## src/hw/rtl/ldcd_pkg.sv

```systemverilog
// Shared types and character codes for the lamp dimmer command decoder.
`timescale 1ns / 1ps

package ldcd_pkg;

   // Frame delimiters and command characters.
   localparam logic [7:0] CH_HASH  = 8'd35;
   localparam logic [7:0] CH_COLON = 8'd58;
   localparam logic [7:0] CH_F     = 8'h66;  // 'f'
   localparam logic [7:0] CH_QUERY = 8'h3F;  // '?'
   localparam logic [7:0] CH_OPEN  = 8'h4F;  // 'O'
   localparam logic [7:0] CH_CLOSE = 8'h43;  // 'C'
   localparam logic [7:0] CH_LEVEL = 8'h4C;  // 'L'
   localparam logic [7:0] CH_LREP  = 8'h6C;  // 'l'
   localparam logic [7:0] CH_PLUS  = 8'h2B;
   localparam logic [7:0] CH_MINUS = 8'h2D;
   localparam logic [7:0] CH_ZERO  = 8'h30;
   localparam logic [7:0] CH_NINE  = 8'h39;
   localparam logic [7:0] CH_SPACE = 8'h20;
   localparam logic [7:0] CH_TAB   = 8'h09;
   localparam logic [7:0] CH_CR    = 8'h0D;

   // Duty level after reset, in thousandths.
   localparam int unsigned DUTY_RESET = 500;

   typedef enum logic [2:0] {
      REPLY_VERSION = 3'd0,
      REPLY_OPENED  = 3'd1,
      REPLY_CLOSED  = 3'd2,
      REPLY_LEVEL   = 3'd3,
      REPLY_REPORT  = 3'd4,
      REPLY_UNKNOWN = 3'd5
   } reply_kind_type;

   typedef enum logic [1:0] {
      MODE_OFF  = 2'd0,
      MODE_DIM  = 2'd1,
      MODE_FULL = 2'd2
   } lamp_mode_type;

   // Number parser progress.
   typedef enum logic [1:0] {
      PH_SKIP   = 2'd0,
      PH_SIGN   = 2'd1,
      PH_DIGITS = 2'd2,
      PH_DONE   = 2'd3
   } num_phase_type;

   // One decoded reply, handed from the parser to the result register.
   typedef struct packed {
      logic           valid;
      reply_kind_type kind;
      lamp_mode_type  mode;
      logic [9:0]     duty;
   } ldcd_result_type;

endpackage

```

## src/hw/rtl/ldcd_parser.sv

```systemverilog
// Frame tracker, number parser and command decoder, one character per beat.
`timescale 1ns / 1ps

module ldcd_parser #(
   parameter int MAX_CMD_CHARS = 31,
   parameter int DUTY_LIMIT    = 999
) (
   input  logic                     clock,
   input  logic                     reset,
   input  logic                     beat_valid,
   input  logic [7:0]               beat_byte,
   output ldcd_pkg::ldcd_result_type result
);
   import ldcd_pkg::*;

   localparam int CNT_W  = $clog2(MAX_CMD_CHARS + 1);
   localparam int DLOG   = $clog2(DUTY_LIMIT + 1);
   localparam int DUTY_W = (DLOG > 10) ? DLOG : 10;

   logic              in_frame_ff, in_frame_in;
   logic [CNT_W-1:0]  count_ff, count_in;
   logic [7:0]        first_ff, first_in;
   logic [7:0]        second_ff, second_in;
   num_phase_type     phase_ff, phase_in;
   logic              neg_ff, neg_in;
   logic [15:0]       value_ff, value_in;
   lamp_mode_type     mode_ff, mode_in;
   logic [DUTY_W-1:0] duty_ff, duty_in;

   logic        is_digit;
   logic        is_space;
   logic [15:0] value_x10;
   logic [15:0] level;
   reply_kind_type kind;

   // Character classes and the times-ten accumulate.
   assign is_digit  = (beat_byte >= CH_ZERO) && (beat_byte <= CH_NINE);
   assign is_space  = (beat_byte == CH_SPACE) ||
                      ((beat_byte >= CH_TAB) && (beat_byte <= CH_CR));
   assign value_x10 = {value_ff[12:0], 3'b000} + {value_ff[14:0], 1'b0};
   assign level     = neg_ff ? (16'd0 - value_ff) : value_ff;

   // Next state of the frame, the number and the lamp.
   always_comb begin
      in_frame_in = in_frame_ff;
      count_in    = count_ff;
      first_in    = first_ff;
      second_in   = second_ff;
      phase_in    = phase_ff;
      neg_in      = neg_ff;
      value_in    = value_ff;
      mode_in     = mode_ff;
      duty_in     = duty_ff;
      kind        = REPLY_UNKNOWN;
      result      = '0;

      if (beat_valid) begin
         if (beat_byte == CH_COLON) begin
            // A colon always starts a fresh frame.
            in_frame_in = 1'b1;
            count_in    = '0;
            first_in    = '0;
            second_in   = '0;
            phase_in    = PH_SKIP;
            neg_in      = 1'b0;
            value_in    = '0;
         end else if (beat_byte != CH_HASH) begin
            if (in_frame_ff && (count_ff < CNT_W'(MAX_CMD_CHARS))) begin
               count_in = count_ff + 1'b1;
               if (count_ff == '0) begin
                  first_in = beat_byte;
               end else if (count_ff == CNT_W'(1)) begin
                  second_in = beat_byte;
               end else if (phase_ff != PH_DONE) begin
                  // Characters from the third on feed the number.
                  if (is_digit) begin
                     value_in = value_x10 + {12'd0, beat_byte[3:0]};
                     phase_in = PH_DIGITS;
                  end else if (phase_ff == PH_SKIP && is_space) begin
                     phase_in = PH_SKIP;
                  end else if (phase_ff == PH_SKIP &&
                               (beat_byte == CH_PLUS || beat_byte == CH_MINUS)) begin
                     neg_in   = (beat_byte == CH_MINUS);
                     phase_in = PH_SIGN;
                  end else begin
                     phase_in = PH_DONE;
                  end
               end
            end
         end else if (in_frame_ff) begin
            // Closing hash of an open frame.
            in_frame_in = 1'b0;
            if (count_ff != '0 && first_ff == CH_F) begin
               unique case (second_ff)
                  CH_QUERY: kind = REPLY_VERSION;
                  CH_OPEN: begin
                     kind    = REPLY_OPENED;
                     mode_in = MODE_DIM;
                  end
                  CH_CLOSE: begin
                     kind    = REPLY_CLOSED;
                     mode_in = MODE_OFF;
                  end
                  CH_LEVEL: begin
                     kind = REPLY_LEVEL;
                     if (level == 16'd0) begin
                        mode_in = MODE_OFF;
                     end else if (level <= 16'(DUTY_LIMIT)) begin
                        mode_in = MODE_DIM;
                        duty_in = DUTY_W'(level);
                     end else begin
                        mode_in = MODE_FULL;
                     end
                  end
                  CH_LREP: kind = REPLY_REPORT;
                  default: kind = REPLY_UNKNOWN;
               endcase
               result.valid = 1'b1;
               result.kind  = kind;
               result.mode  = mode_in;
               result.duty  = duty_in[9:0];
            end
         end
      end
   end

   // Parser and lamp registers.
   always_ff @(posedge clock) begin
      if (reset) begin
         in_frame_ff <= 1'b0;
         count_ff    <= '0;
         first_ff    <= '0;
         second_ff   <= '0;
         phase_ff    <= PH_SKIP;
         neg_ff      <= 1'b0;
         value_ff    <= '0;
         mode_ff     <= MODE_OFF;
         duty_ff     <= DUTY_W'(DUTY_RESET);
      end else begin
         in_frame_ff <= in_frame_in;
         count_ff    <= count_in;
         first_ff    <= first_in;
         second_ff   <= second_in;
         phase_ff    <= phase_in;
         neg_ff      <= neg_in;
         value_ff    <= value_in;
         mode_ff     <= mode_in;
         duty_ff     <= duty_in;
      end
   end

endmodule

```

## src/hw/rtl/lamp_dimmer_command_decoder.sv

```systemverilog
// A reply is registered in the result register after the closing '#' beat passes the input register.
// Throughput: one character per cycle; a character leaves the input register whenever the
// result register is empty or being drained, and a stalled reply holds both registers.
// Reset (synchronous, active high) closes any frame, clears the parser, sets the lamp
// off with duty 500 and empties both registers.
`timescale 1ns / 1ps

module lamp_dimmer_command_decoder #(
   parameter int MAX_CMD_CHARS = 31,
   parameter int DUTY_LIMIT    = 999
) (
   input  logic        clock,
   input  logic        reset,
   input  logic        req_tvalid,
   output logic        req_tready,
   input  logic [7:0]  req_tdata,   // [7:0] rx_byte
   output logic        rsp_tvalid,
   input  logic        rsp_tready,
   output logic [15:0] rsp_tdata    // [2:0] reply_kind, [4:3] lamp_mode, [14:5] duty_level
);
   import ldcd_pkg::*;

   logic            s1_valid_ff, s1_valid_in;
   logic [7:0]      s1_byte_ff;
   logic            out_valid_ff, out_valid_in;
   ldcd_result_type out_ff;
   ldcd_result_type result;
   logic            out_free;
   logic            advance;

   // The input register moves on whenever the result register can take a beat.
   assign out_free   = !out_valid_ff || rsp_tready;
   assign advance    = s1_valid_ff && out_free;
   assign req_tready = !s1_valid_ff || out_free;

   ldcd_parser #(
      .MAX_CMD_CHARS(MAX_CMD_CHARS),
      .DUTY_LIMIT   (DUTY_LIMIT)
   ) u_parser (
      .clock     (clock),
      .reset     (reset),
      .beat_valid(advance),
      .beat_byte (s1_byte_ff),
      .result    (result)
   );

   // Valid flags of both registers.
   always_comb begin
      s1_valid_in  = s1_valid_ff;
      out_valid_in = out_valid_ff;
      if (req_tready) begin
         s1_valid_in = req_tvalid;
      end
      if (out_free) begin
         out_valid_in = advance && result.valid;
      end
   end

   always_ff @(posedge clock) begin
      if (reset) begin
         s1_valid_ff  <= 1'b0;
         out_valid_ff <= 1'b0;
      end else begin
         s1_valid_ff  <= s1_valid_in;
         out_valid_ff <= out_valid_in;
      end
   end

   // Payload registers.
   always_ff @(posedge clock) begin
      if (req_tready && req_tvalid) begin
         s1_byte_ff <= req_tdata;
      end
      if (advance && result.valid) begin
         out_ff <= result;
      end
   end

   assign rsp_tvalid = out_valid_ff;
   assign rsp_tdata  = {1'b0, out_ff.duty, out_ff.mode, out_ff.kind};

`ifndef SYNTHESIS
   a_rsp_from_input: assert property (@(posedge clock) disable iff (reset)
      $rose(rsp_tvalid) |-> $past(s1_valid_ff))
      else $error("reply appeared without a character in the input register");

   a_stall_blocks_input: assert property (@(posedge clock) disable iff (reset)
      (s1_valid_ff && out_valid_ff && !rsp_tready) |-> !req_tready)
      else $error("input accepted while both registers are blocked");

   a_mode_legal: assert property (@(posedge clock) disable iff (reset)
      rsp_tvalid |-> (out_ff.mode != 2'd3))
      else $error("illegal lamp mode in reply");

   a_kind_legal: assert property (@(posedge clock) disable iff (reset)
      rsp_tvalid |-> (rsp_tdata[2:0] <= REPLY_UNKNOWN))
      else $error("illegal reply kind");
`endif

endmodule
```

## config.mk

```make
export PLATFORM = sky130hd
export DESIGN_NAME = lamp_dimmer_command_decoder
export DESIGN_NICKNAME = d
export VERILOG_FILES = /design/src/hw/rtl/ldcd_pkg.sv /design/src/hw/rtl/ldcd_parser.sv /design/src/hw/rtl/lamp_dimmer_command_decoder.sv
export SDC_FILE = /design/constraint.sdc
export NUM_CORES = 1
export LEC_CHECK = 0
export ABC_AREA = 1
export BUFFER_PORTS_ARGS = -buffer_cell sky130_fd_sc_hd__buf_2
export CELL_PAD_IN_SITES_DETAIL_PLACEMENT = 1
export CELL_PAD_IN_SITES_GLOBAL_PLACEMENT = 2
export CORE_ASPECT_RATIO = 1.2
export CORE_MARGIN = 3
export CORE_UTILIZATION = 35
export DETAILED_ROUTE_END_ITERATION = 8
export GPL_TIMING_DRIVEN = 0
export PLACE_DENSITY_LB_ADDON = 0.1
export SETUP_SLACK_MARGIN = 0.02
export SYNTH_ARGS = -nofsm -noshare
export SYNTH_HDL_FRONTEND = slang
export SYNTH_SLANG_ARGS = --single-unit
```

## constraint.sdc

```tcl
create_clock -name clock -period 7.1 [get_ports clock]
set_input_delay 0.355 -clock clock [delete_from_list [all_inputs] [get_ports clock]]
set_output_delay 0.355 -clock clock [all_outputs]
set_load 0.005 [all_outputs]
```

Word-level counts from Yosys, hierarchy flattened --
Index checks and enable logic that the tools add are counted.
Word-level totals: bits in latches 0, memory bits (read-only) 0, memories 0, input port bits 12, logic and storage cells 135, RAM bits 0, register bits after elaboration 78
Cells by class: add/sub/neg operators 4, magnitude comparators 6, bitwise operators 5, div/mod/pow operators 0, shift-type cells 0, multipliers 0, reduce and logical (&&, ||, !) cells 35, equal/unequal tests 18, multiplexer cells 52
Operators by type and width (count):
- two-way mux 16 bit | 13
- two-way mux 8 bit | 9
- equality test 8 x 6 -> 1 bit (second input constant) | 5
- equality test 8 x 7 -> 1 bit (second input constant) | 5
- two-way mux 10 bit | 3
- two-way mux 2 bit | 11
- adder 16 bit | 1
- adder 16 x 4 -> 16 bit | 1
- less-or-equal comparator 16 x 10 -> 1 bit (second input constant) | 1
- logical NOT 16 bit | 1
- subtractor 1 x 16 -> 16 bit (first input constant) | 1
- two-way mux 5 bit | 3
- case mux 3 bit (5 select lines) | 1
- nonzero test 2 bit | 7
- two-way mux 1 bit | 11
- AND reduction 5 bit | 2
- logical AND 1 bit | 9
- AND reduction 9 bit | 1
- greater-or-equal comparator 8 x 4 -> 1 bit (second input constant) | 1
- greater-or-equal comparator 8 x 6 -> 1 bit (second input constant) | 1
- less-or-equal comparator 8 x 4 -> 1 bit (second input constant) | 1
- less-or-equal comparator 8 x 6 -> 1 bit (second input constant) | 1
- != test 2 x 1 -> 1 bit (second input constant) | 4
- != test 8 x 6 -> 1 bit (second input constant) | 1
- other kinds (17) | 26

Depth between registers and ports, before layout --
Gate-level depths: netlist of the first run.
depth in word-level cells 12, depth in mapped cells 17, mapped depth without buffers 17

By module --
From an unflattened synthesis of the first run, not the netlist that was laid out.
Second synthesis, totals: cell total of the unflattened synthesis 686, area, all modules 4969.8 um^2
Modules (own cells, without submodules):
- ldcd_parser | instances 1, cells an instance 643, area an instance 4162.7 um^2
- lamp_dimmer_command_decoder | instances 1, cells an instance 43, area an instance 807.0 um^2

Worst setup path before layout of the first run --
Ideal clock, no wire load.
path type reg-to-reg, start reg s1_byte_ff[3], end reg u_parser.value_ff[12], path buffers 0, arrival 2.514 ns, setup slack 4.518 ns, data required time 7.031 ns, stages on the path, launching flop included 12, clock period less this slack 2.582 ns, cells stage by stage edfxtp_1 > fa_1 > inv_1 > fa_1 > inv_1 > a21oi_1 > o21ai_0 > a31oi_1 > o21bai_1 > or2_2 > nand3_1 > o21ai_1
Between the ends: cells in the longest elaborated chain, start to end 8, elaborated cells between the ends (all ways) 20, those cells by class add/sub: 1; order compare: 2; eq/ne: 4; mux: 7; reduce/logical: 6
Ends and longest elaborated chain:
- start: declaration | RTL line lamp_dimmer_command_decoder.sv:24 | logic [7:0] s1_byte_ff;
- start signal: assignment | RTL line lamp_dimmer_command_decoder.sv:72 | s1_byte_ff <= req_tdata;
- adder 16 x 4 -> 16 bit | RTL line ldcd_parser.sv:77 | value_in = value_x10 + {12'd0, beat_byte[3:0]};
- two-way mux 16 bit | RTL line ldcd_parser.sv:76 | if (is_digit) begin
- two-way mux 16 bit | RTL line ldcd_parser.sv:74 | end else if (phase_ff != PH_DONE) begin
- two-way mux 16 bit | RTL line ldcd_parser.sv:72 | end else if (count_ff == CNT_W'(1)) begin
- two-way mux 16 bit | RTL line ldcd_parser.sv:70 | if (count_ff == '0) begin
- two-way mux 16 bit | RTL line ldcd_parser.sv:68 | if (in_frame_ff && (count_ff < CNT_W'(MAX_CMD_CHARS))) begin
- two-way mux 16 bit | RTL line ldcd_parser.sv:67 | end else if (beat_byte != CH_HASH) begin
- two-way mux 16 bit | RTL line ldcd_parser.sv:58 | if (beat_byte == CH_COLON) begin
- end signal: assignment | RTL line ldcd_parser.sv:146 | value_ff <= value_in;
- end: declaration | RTL line ldcd_parser.sv:26 | logic [15:0] value_ff, value_in;
Several ways; a longest one is shown, not always the timed one. The select of a mux whose other input is x is not followed. A chain may end at the register's enable or synchronous reset.

Worst setup path in the final report of the first run --
Same ends and word-level chain as after synthesis.

==> out/metrics.cfg, run 1 <==
[outcome]
run_status=complete, no violations

[detailed_routing]
wl_mm=13.4
vias=4348
via_per_inst=4.99
antenna_left=0
firstDrtPassIters=4
first_iter_violations=174
drc_errors=0
wl_per_cell_um=15.4

[synthesis]
syn_area_per_cell_um2=7.33
netlist_instances=661
ys_warn_count=0
ys_seq_area_frac=0.370
synth_area_leaders=dfxtp_1 23%, edfxtp_1 14%, nand2_1 11%
syn_area_um2=4850
synth-edff-count=23
synth_ff_type=dfxtp_1
synth_common_cells=142 x nand2_1, 103 x inv_1, 55 x dfxtp_1
synthArstFlopShare=0
ys_types=48
synth_fp_nets=705
synth_area_leader_cell=dfxtp_1
synth-seq-cells=78
yosysTopAreaCellShare=0.227
synth.most_common_cell=nand2_1

[floorplanning]
fp.dieW_um=113
die_height_um=135
pin_count=30
die-area_um2=15300
start_util=0.361
core-area_um2=13400
num_rows=46

[clock_tree]
cts_root_buffer=clkbuf_16
ctsResizeCount=0
numCtsBuffers=9
cts_sinks=78
cts_tree=done
cts_setup_buffers=0
htreeDepth=3
clk_pin_slew_ns=0.06
cts_hold_buffers=0
clk_latency_ns=0.34
clock_path_buffers=2

[global_route]
grt_antenna_before_repair=0
gr-usage-met2=0.346
track_usage=0.184
grt_pass1_wl_mm=22.5
gr-total-overflow=0
grt_max_degree=25
first_global_vias=4637
gr-max-usage-layer=met2
gr-usage-met3=0.0273
grt_util_met1=0.214

[timing]
relSlewSlack=0.577
maxSlewViolCount=0
skew_ns=0.00856
finalCritPeriodShare=0.427
hold_viol_final=0
setup_viol=0
rsz0062_at_grt=false
finalSetupTns_ns=0
fmax_ghz=0.330
setup_ws_ns=4.07
worst_pin_slew_ns=0.634
whs_ns=0.192
period_needed_ns=3.03

[worst_setup_path]
critical_path_class=flop to flop
crit_path_end=u_parser.value_ff[12]$_SDFFE_PP0P_
r2r_start=s1_byte_ff[3]$_DFFE_PP_
critical_path.max_fanout=6
critPathLaunch=s1_byte_ff[3]$_DFFE_PP_
r2r-end=u_parser.value_ff[12]$_SDFFE_PP0P_
crit_arrival_ns=3.31
regToRegSetupSlack_ns=4.07
worstSetupStartpointType=flop
rr_worst_depth=11
end_kind=flop
required_ns=7.38

[finish]
design_area_um2=5520
final_nets=743
num_antenna_cells=0
fill_cells=1716
syn_to_final_growth_pct=13.8
drive_gt1_frac=0.139

[place]
dp_slack_ns=4.03
placed_cell_area_um2=5190
routabilityCongestion=0.770
dp_hpwl_mm=10.8
portBuffers=27

[pwr]
p_per_area_nw_per_um2=180
ir_drop_mv=0.107
p_leak_uw=0.00262

[worst_hold_path]
hold_path_class=primary input to flop

[flow_run]
maxCapViolCount=0

-- sequential cells by signal, summed over array words and instances (netlist names) --
name / cells
u_parser.count_ff: 5
u_parser.in_frame_ff: 1
rsp_tvalid: 1
u_parser.duty_ff: 10
s1_valid_ff: 1
u_parser.value_ff: 16
u_parser.mode_ff: 2
s1_byte_ff: 8
u_parser.second_ff: 8
u_parser.first_ff: 8
rsp_tdata: 15
u_parser.neg_ff: 1
u_parser.phase_ff: 2
-- worst min path at each step --
| stage | start | to | slack [ns] | cells after the start |
|---|---|---|---|---|
| after floorplan | u_parser.first_ff[7]$_SDFFE_PP0P_ | u_parser.first_ff[7]$_SDFFE_PP0P_ | 0.43 | 2 |
| after global placement | u_parser.first_ff[7]$_SDFFE_PP0P_ | u_parser.first_ff[7]$_SDFFE_PP0P_ | 0.45 | 2 |
| after detailed placement | u_parser.first_ff[7]$_SDFFE_PP0P_ | u_parser.first_ff[7]$_SDFFE_PP0P_ | 0.46 | 2 |
| after CTS | req_tdata[6] | s1_byte_ff[6]$_DFFE_PP_ | 0.19 | 1 |
| after global routing | req_tdata[6] | s1_byte_ff[6]$_DFFE_PP_ | 0.18 | 1 |
| final | req_tdata[6] | s1_byte_ff[6]$_DFFE_PP_ | 0.19 | 1 |
-- cell usage in the layout, fill, tap and decap left out, drive strengths merged, types with 3 or more instances in the layout --
| master | count |
|---|---|
| buf | 36 |
| ha | 30 |
| nand3b | 3 |
| a21oi | 54 |
| nand2 | 149 |
| nand4 | 20 |
| clkinv | 6 |
| o21ai | 50 |
| or2 | 5 |
| nor2 | 52 |
| nand3 | 55 |
| edfxtp | 23 |
| clkbuf | 14 |
| inv | 111 |
| nor3 | 17 |
| dfxtp | 55 |
-- layer usage --
layer / wire [um] / vias up
li1: - / 2244
met1: 5860 / 2046
met2: 7040 / 41
met3: 299 / 17
met4: 229 / 0
met5: 0 / -
-- report_power, final --
group | total (uW) | switching, uW | internal, uW
clock network | 503 | 194 | 309
registers | 464 | 3.80 | 460
logic | 24.5 | 17.8 | 6.74
-- worst max-delay path, stage by stage (launching register included) --
cell	delay [ns]
edfxtp_1	0.50
fa_1	0.61
inv_1	0.07
fa_1	0.44
inv_1	0.09
a21oi_1	0.07
o21ai_0	0.44
a31oi_1	0.22
o21bai_1	0.22
or2_2	0.13
nand3_1	0.08
o21ai_1	0.09
-- logic make-up after synthesis --
logic type | count (synthesis) | share of synthesized area
flip-flops | 78 | 0.370
buffers and inverters | 127 | 0.106
adder cells (fa/ha/maj) | 32 | 0.0857
AO/OA/AOI/OAI | 115 | 0.132
other | 1 | 0.000774
AND/OR/NAND/NOR | 305 | 0.300
XOR/XNOR | 3 | 0.00542
-- metrics by stage --
step / total power (uW) / std cells / utilization
final: 991 / 872 / 0.411
after global placement: 498 / 856 / 0.387
after global routing: 1030 / 872 / 0.411
after floorplan: 487 / 661 / -
after CTS: 1000 / 872 / 0.411
after detailed placement: 498 / 856 / 0.387
-- area by class of cell --
type,instances,area (um2),share of cell area
clock buffer,9,225,0.0408
inverter,113,432,0.0783
timing repair buffer,27,135,0.0245
multi-input combinational,456,2540,0.461
clock inverter,7,97.6,0.0177
tap,168,210,0.0381
sequential,78,1790,0.325
buffer,14,80.1,0.0145
No activity file was read; power rests on OpenSTA's default activity.
==> run 2: changes to the inputs <==
--- a/config.mk
+++ b/config.mk
@@ -5,7 +5,7 @@
 export SDC_FILE = /design/constraint.sdc
 export NUM_CORES = 1
 export LEC_CHECK = 0
-export ABC_AREA = 1
+export ABC_AREA = 0
 export BUFFER_PORTS_ARGS = -buffer_cell sky130_fd_sc_hd__buf_2
 export CELL_PAD_IN_SITES_DETAIL_PLACEMENT = 1
 export CELL_PAD_IN_SITES_GLOBAL_PLACEMENT = 2
==> constraint.sdc (replaced) <==
create_clock -name clock -period 3.06 [get_ports clock]
set_input_delay 0.153 -clock clock [delete_from_list [all_inputs] [get_ports clock]]
set_output_delay 0.153 -clock clock [all_outputs]
set_load 0.005 [all_outputs]
==> out/metrics.cfg, run 2 <==
[pwr]
combPwrFrac=0.034  ; was 0.025
switching_share=0.220  ; was 0.217
clock_power_share=0.493  ; was 0.507
p_per_area_nw_per_um2=401  ; was 180 nW/um2
ir_drop_mv=0.312  ; was 0.107 mV
p_sw_uw=503  ; was 215 uW
p_leak_uw=0.00225  ; was 0.00262 uW
seq_power_share=0.473  ; was 0.468
p_int_uw=1780  ; was 776 uW

[synthesis]
synth_xor_area_frac=0.0575  ; was 0.00542
synthAdderAreaFrac=0.0879  ; was 0.0857
ys_types=67  ; was 48
synth_top_family_by_area=simple AND/OR/NAND/NOR gates  ; unchanged
ys_seq_area_frac=0.379  ; was 0.370
synth_area_leader_cell=dfxtp_1  ; unchanged
synth-edff-count=23  ; unchanged
yosys.area_share.simple=0.214  ; was 0.300
yosysTopAreaCellShare=0.233  ; was 0.227
synth-seq-cells=78  ; unchanged
synthMuxAreaShare=0.0416  ; was 0
syn_area_per_cell_um2=9.00  ; was 7.33 um2
ys_warn_count=0  ; unchanged
synth_ff_type=dfxtp_1  ; unchanged
synth_fp_nets=569  ; was 705
synth_compound_area_frac=0.175  ; was 0.132
synthArstFlopShare=0  ; unchanged
syn_area_um2=4720  ; was 4850 um2
synth_area_leaders=dfxtp_1 23%, edfxtp_1 15%, ha_1 7.9%  ; was dfxtp_1 23%, edfxtp_1 14%, nand2_1 11%
synth_common_cells=56 x nor2_1, 55 x dfxtp_1, 41 x a21oi_1  ; was 142 x nand2_1, 103 x inv_1, 55 x dfxtp_1
synth.most_common_cell=nor2_1  ; was nand2_1
netlist_instances=525  ; was 661

[timing]
finalSetupTns_ns=0  ; unchanged
rsz0062_at_grt=true  ; was false
finalCritPeriodShare=0.950  ; was 0.427
period_needed_ns=2.91  ; was 3.03 ns
hold_viol_final=0  ; unchanged
setup_viol=0  ; unchanged
worst_pin_slew_ns=0.624  ; was 0.634 ns
fmax_ghz=0.344  ; was 0.330 GHz
skew_ns=0.0107  ; was 0.00856 ns
maxSlewViolCount=0  ; unchanged
relSlewSlack=0.584  ; was 0.577

[finish]
reg_top3=u_parser.value_ff: 16 flops, rsp_tdata: 15 flops, u_parser.duty_ff: 10 flops  ; unchanged
largest_reg_flops=16  ; unchanged
drive_gt1_frac=0.176  ; was 0.139
syn_to_final_growth_pct=20.6  ; was 13.8%
finalNonFillerCells=749  ; was 872
fill_cells=1545  ; was 1716
largest-register=u_parser.value_ff  ; unchanged
final_nets=624  ; was 743
final_cell_mix=56 x nor2_1, 52 x dfxtp_1, 39 x a21oi_1  ; was 142 x nand2_1, 103 x inv_1, 55 x dfxtp_1
layout_commonest_cell=nor2_1  ; was nand2_1
num_antenna_cells=0  ; unchanged

[flow_run]
maxCapViolCount=0  ; unchanged

[floorplanning]
die_height_um=133  ; was 135 um
start_util=0.365  ; was 0.361
core-area_um2=12900  ; was 13400 um2
num_rows=45  ; was 46
pin_count=30  ; unchanged
fp.dieW_um=112  ; was 113 um
die-area_um2=14900  ; was 15300 um2

[detailed_routing]
drc_errors=0  ; unchanged
wl_per_cell_um=17.2  ; was 15.4 um
antenna_left=0  ; unchanged
vias=4041  ; was 4348
firstDrtPassIters=4  ; unchanged
first_iter_violations=160  ; was 174
wl_mm=12.9  ; was 13.4 mm
via_per_inst=5.40  ; was 4.99

[worst_setup_path]
rr_worst_depth=11  ; unchanged
r2r_start=u_parser.value_ff[0]$_SDFFE_PP0P_  ; was s1_byte_ff[3]$_DFFE_PP_
required_ns=3.12  ; was 7.38 ns
critical_path.cell_chain=inv_2 -> ha_4 -> or3b_1 -> buf_2 -> o31ai_4 -> xnor2_2 -> nor4_4 -> a2111o_1 -> buf_4 -> o21ai_0 -> a21oi_1  ; was fa_1 -> inv_1 -> fa_1 -> inv_1 -> a21oi_1 -> o21ai_0 -> a31oi_1 -> o21bai_1 -> or2_2 -> nand3_1 -> o21ai_1
slowest_stage=a2111o_1  ; was fa_1
critical_path_class=flop to flop  ; unchanged
worstSetupStartpointType=flop  ; unchanged
critical_path.max_fanout=10  ; was 6
cpPeakStageDelay_ns=0.44  ; was 0.61 ns
crit_arrival_ns=2.97  ; was 3.31 ns
r2r-end=rsp_tdata[5]$_SDFFCE_PP0P_  ; was u_parser.value_ff[12]$_SDFFE_PP0P_
end_kind=flop  ; unchanged
regToRegSetupSlack_ns=0.15  ; was 4.07 ns

[outcome]
run_status=complete, no violations  ; unchanged

[global_route]
first_global_vias=4255  ; was 4637
grt_max_degree=19  ; was 25
grt_antenna_before_repair=0  ; unchanged
grt_pass1_wl_mm=21.7  ; was 22.5 mm
gr-total-overflow=0  ; unchanged
track_usage=0.179  ; was 0.184

[clock_tree]
cts_sinks=78  ; unchanged
numCtsBuffers=9  ; unchanged
cts_root_buffer=clkbuf_16  ; unchanged
cts_tree=done  ; unchanged
clock_path_buffers=2  ; unchanged
htreeDepth=3  ; unchanged
clk_pin_slew_ns=0.07  ; was 0.06 ns
clk_latency_ns=0.34  ; about the same

[place]
portBuffers=27  ; unchanged
dp_hpwl_mm=9.58  ; was 10.8 mm
routabilityCongestion=0.803  ; was 0.770
dp_cells=716  ; was 856

[worst_hold_path]
hold_depth=3  ; was 1
hold_path_class=primary input to flop  ; unchanged
hold_start=req_tvalid  ; was req_tdata[6]
min_to=s1_valid_ff$_SDFFE_PP0N_  ; was s1_byte_ff[6]$_DFFE_PP_

==> run 2: cell types whose count changed in the layout (fill, tap and decap cells not counted), sizes merged, moves of 17 or more <==
| cell | before | now |
|---|---|---|
| inv | 111 | 15 |
| nand2 | 149 | 38 |
| nand3 | 55 | 11 |
| o21ai | 50 | 24 |
| mux2i | 0 | 17 |
| xnor2 | 2 | 21 |
==> run 2: power groups by stage <==
stage | registers (uW) | logic (uW) | clock network (uW)
after floorplan | 1100 | 42.2 | 0
after global placement | 1110 | 65.0 | 0
after detailed placement | 1110 | 66.1 | 0
after CTS | 1080 | 74.6 | 1150
after global routing | 1080 | 85.5 | 1200
final | 1080 | 76.7 | 1130
==> run 2: stage by stage <==
| stage | instance area (um2) | total power [uW] | hold WS [ns] | setup WS, ns | utilization |
|---|---|---|---|---|---|
| after floorplan | 4720 | 1140 | 0.252 | 0.329 | - |
| after global placement | 5060 | 1170 | 0.331 | -0.249 | 0.391 |
| after detailed placement | 5060 | 1170 | 0.333 | -0.350 | 0.391 |
| after CTS | 5580 | 2300 | 0.0142 | 0.0301 | 0.431 |
| after global routing | 5700 | 2370 | 0.0272 | -0.0955 | 0.440 |
| final | 5700 | 2290 | 0.0206 | 0.154 | 0.440 |
==> run 2: repair_timing <==
action	CTS	global route
setup endpoints to repair	41	38
hold buffers	8	0
pin swaps	4	10
gates resized for setup	13	29
setup buffers	6	3
hold endpoints to repair	8	0
==> run 2: cell type report <==
cell class / count / area [um2] / share of cell area
Buffer: 32 / 165 / 0.0290
Inverter: 14 / 56.3 / 0.00988
Sequential cell: 78 / 1800 / 0.316
Timing Repair Buffer: 44 / 295 / 0.0518
Multi-Input combinational cell: 401 / 2870 / 0.504
Clock buffer: 11 / 254 / 0.0446
Clock inverter: 5 / 55.1 / 0.00966
Tap cell: 164 / 205 / 0.0360
==> run 2: worst max path at each step <==
stage | start | to | slack (ns) | cells past startpoint
after floorplan | u_parser.value_ff[0]$_SDFFE_PP0P_ | u_parser.duty_ff[3]$_SDFFE_PP0P_ | 0.33 | 11
after global placement | u_parser.value_ff[0]$_SDFFE_PP0P_ | rsp_tdata[14]$_SDFFCE_PP0P_ | -0.25 | 11
after detailed placement | u_parser.value_ff[0]$_SDFFE_PP0P_ | rsp_tdata[11]$_SDFFCE_PP0P_ | -0.35 | 11
after CTS | u_parser.value_ff[1]$_SDFFE_PP0P_ | rsp_tdata[5]$_SDFFCE_PP0P_ | 0.03 | 11
after global routing | s1_byte_ff[1]$_DFFE_PP_ | u_parser.value_ff[4]$_SDFFE_PP0P_ | -0.1 | 9
final | u_parser.value_ff[0]$_SDFFE_PP0P_ | rsp_tdata[5]$_SDFFCE_PP0P_ | 0.15 | 11
==> run 2: worst max-delay path: cells and delay by family (launching register included) <==
kind            cells  cell delay (ns)
buf+inv             3             0.47
flops               1             0.39
compound gates      4             0.99
simple gates        2             0.42
xor+xnor            1             0.19
fa+ha+maj           1             0.15
==> run 2: logic make-up after synthesis <==
| family | after synthesis |
|---|---|
| muxes | 19 |
| xor gates and xnor gates | 31 |
| buffers and inverters | 46 |
| DFF | 78 |
| AOI/OAI and AO/OA | 125 |
| adders and majority gates | 32 |
| and+or+nand+nor | 193 |
| other | 1 |
==> run 2: per-layer routing <==
metal,vias to the layer above,global-route usage,wire length [um]
met5,-,0,0
met4,0,0.0521,196
met3,14,0.0332,305
met2,50,0.302,6260
met1,1957,0.233,6110
li1,2020,-,-
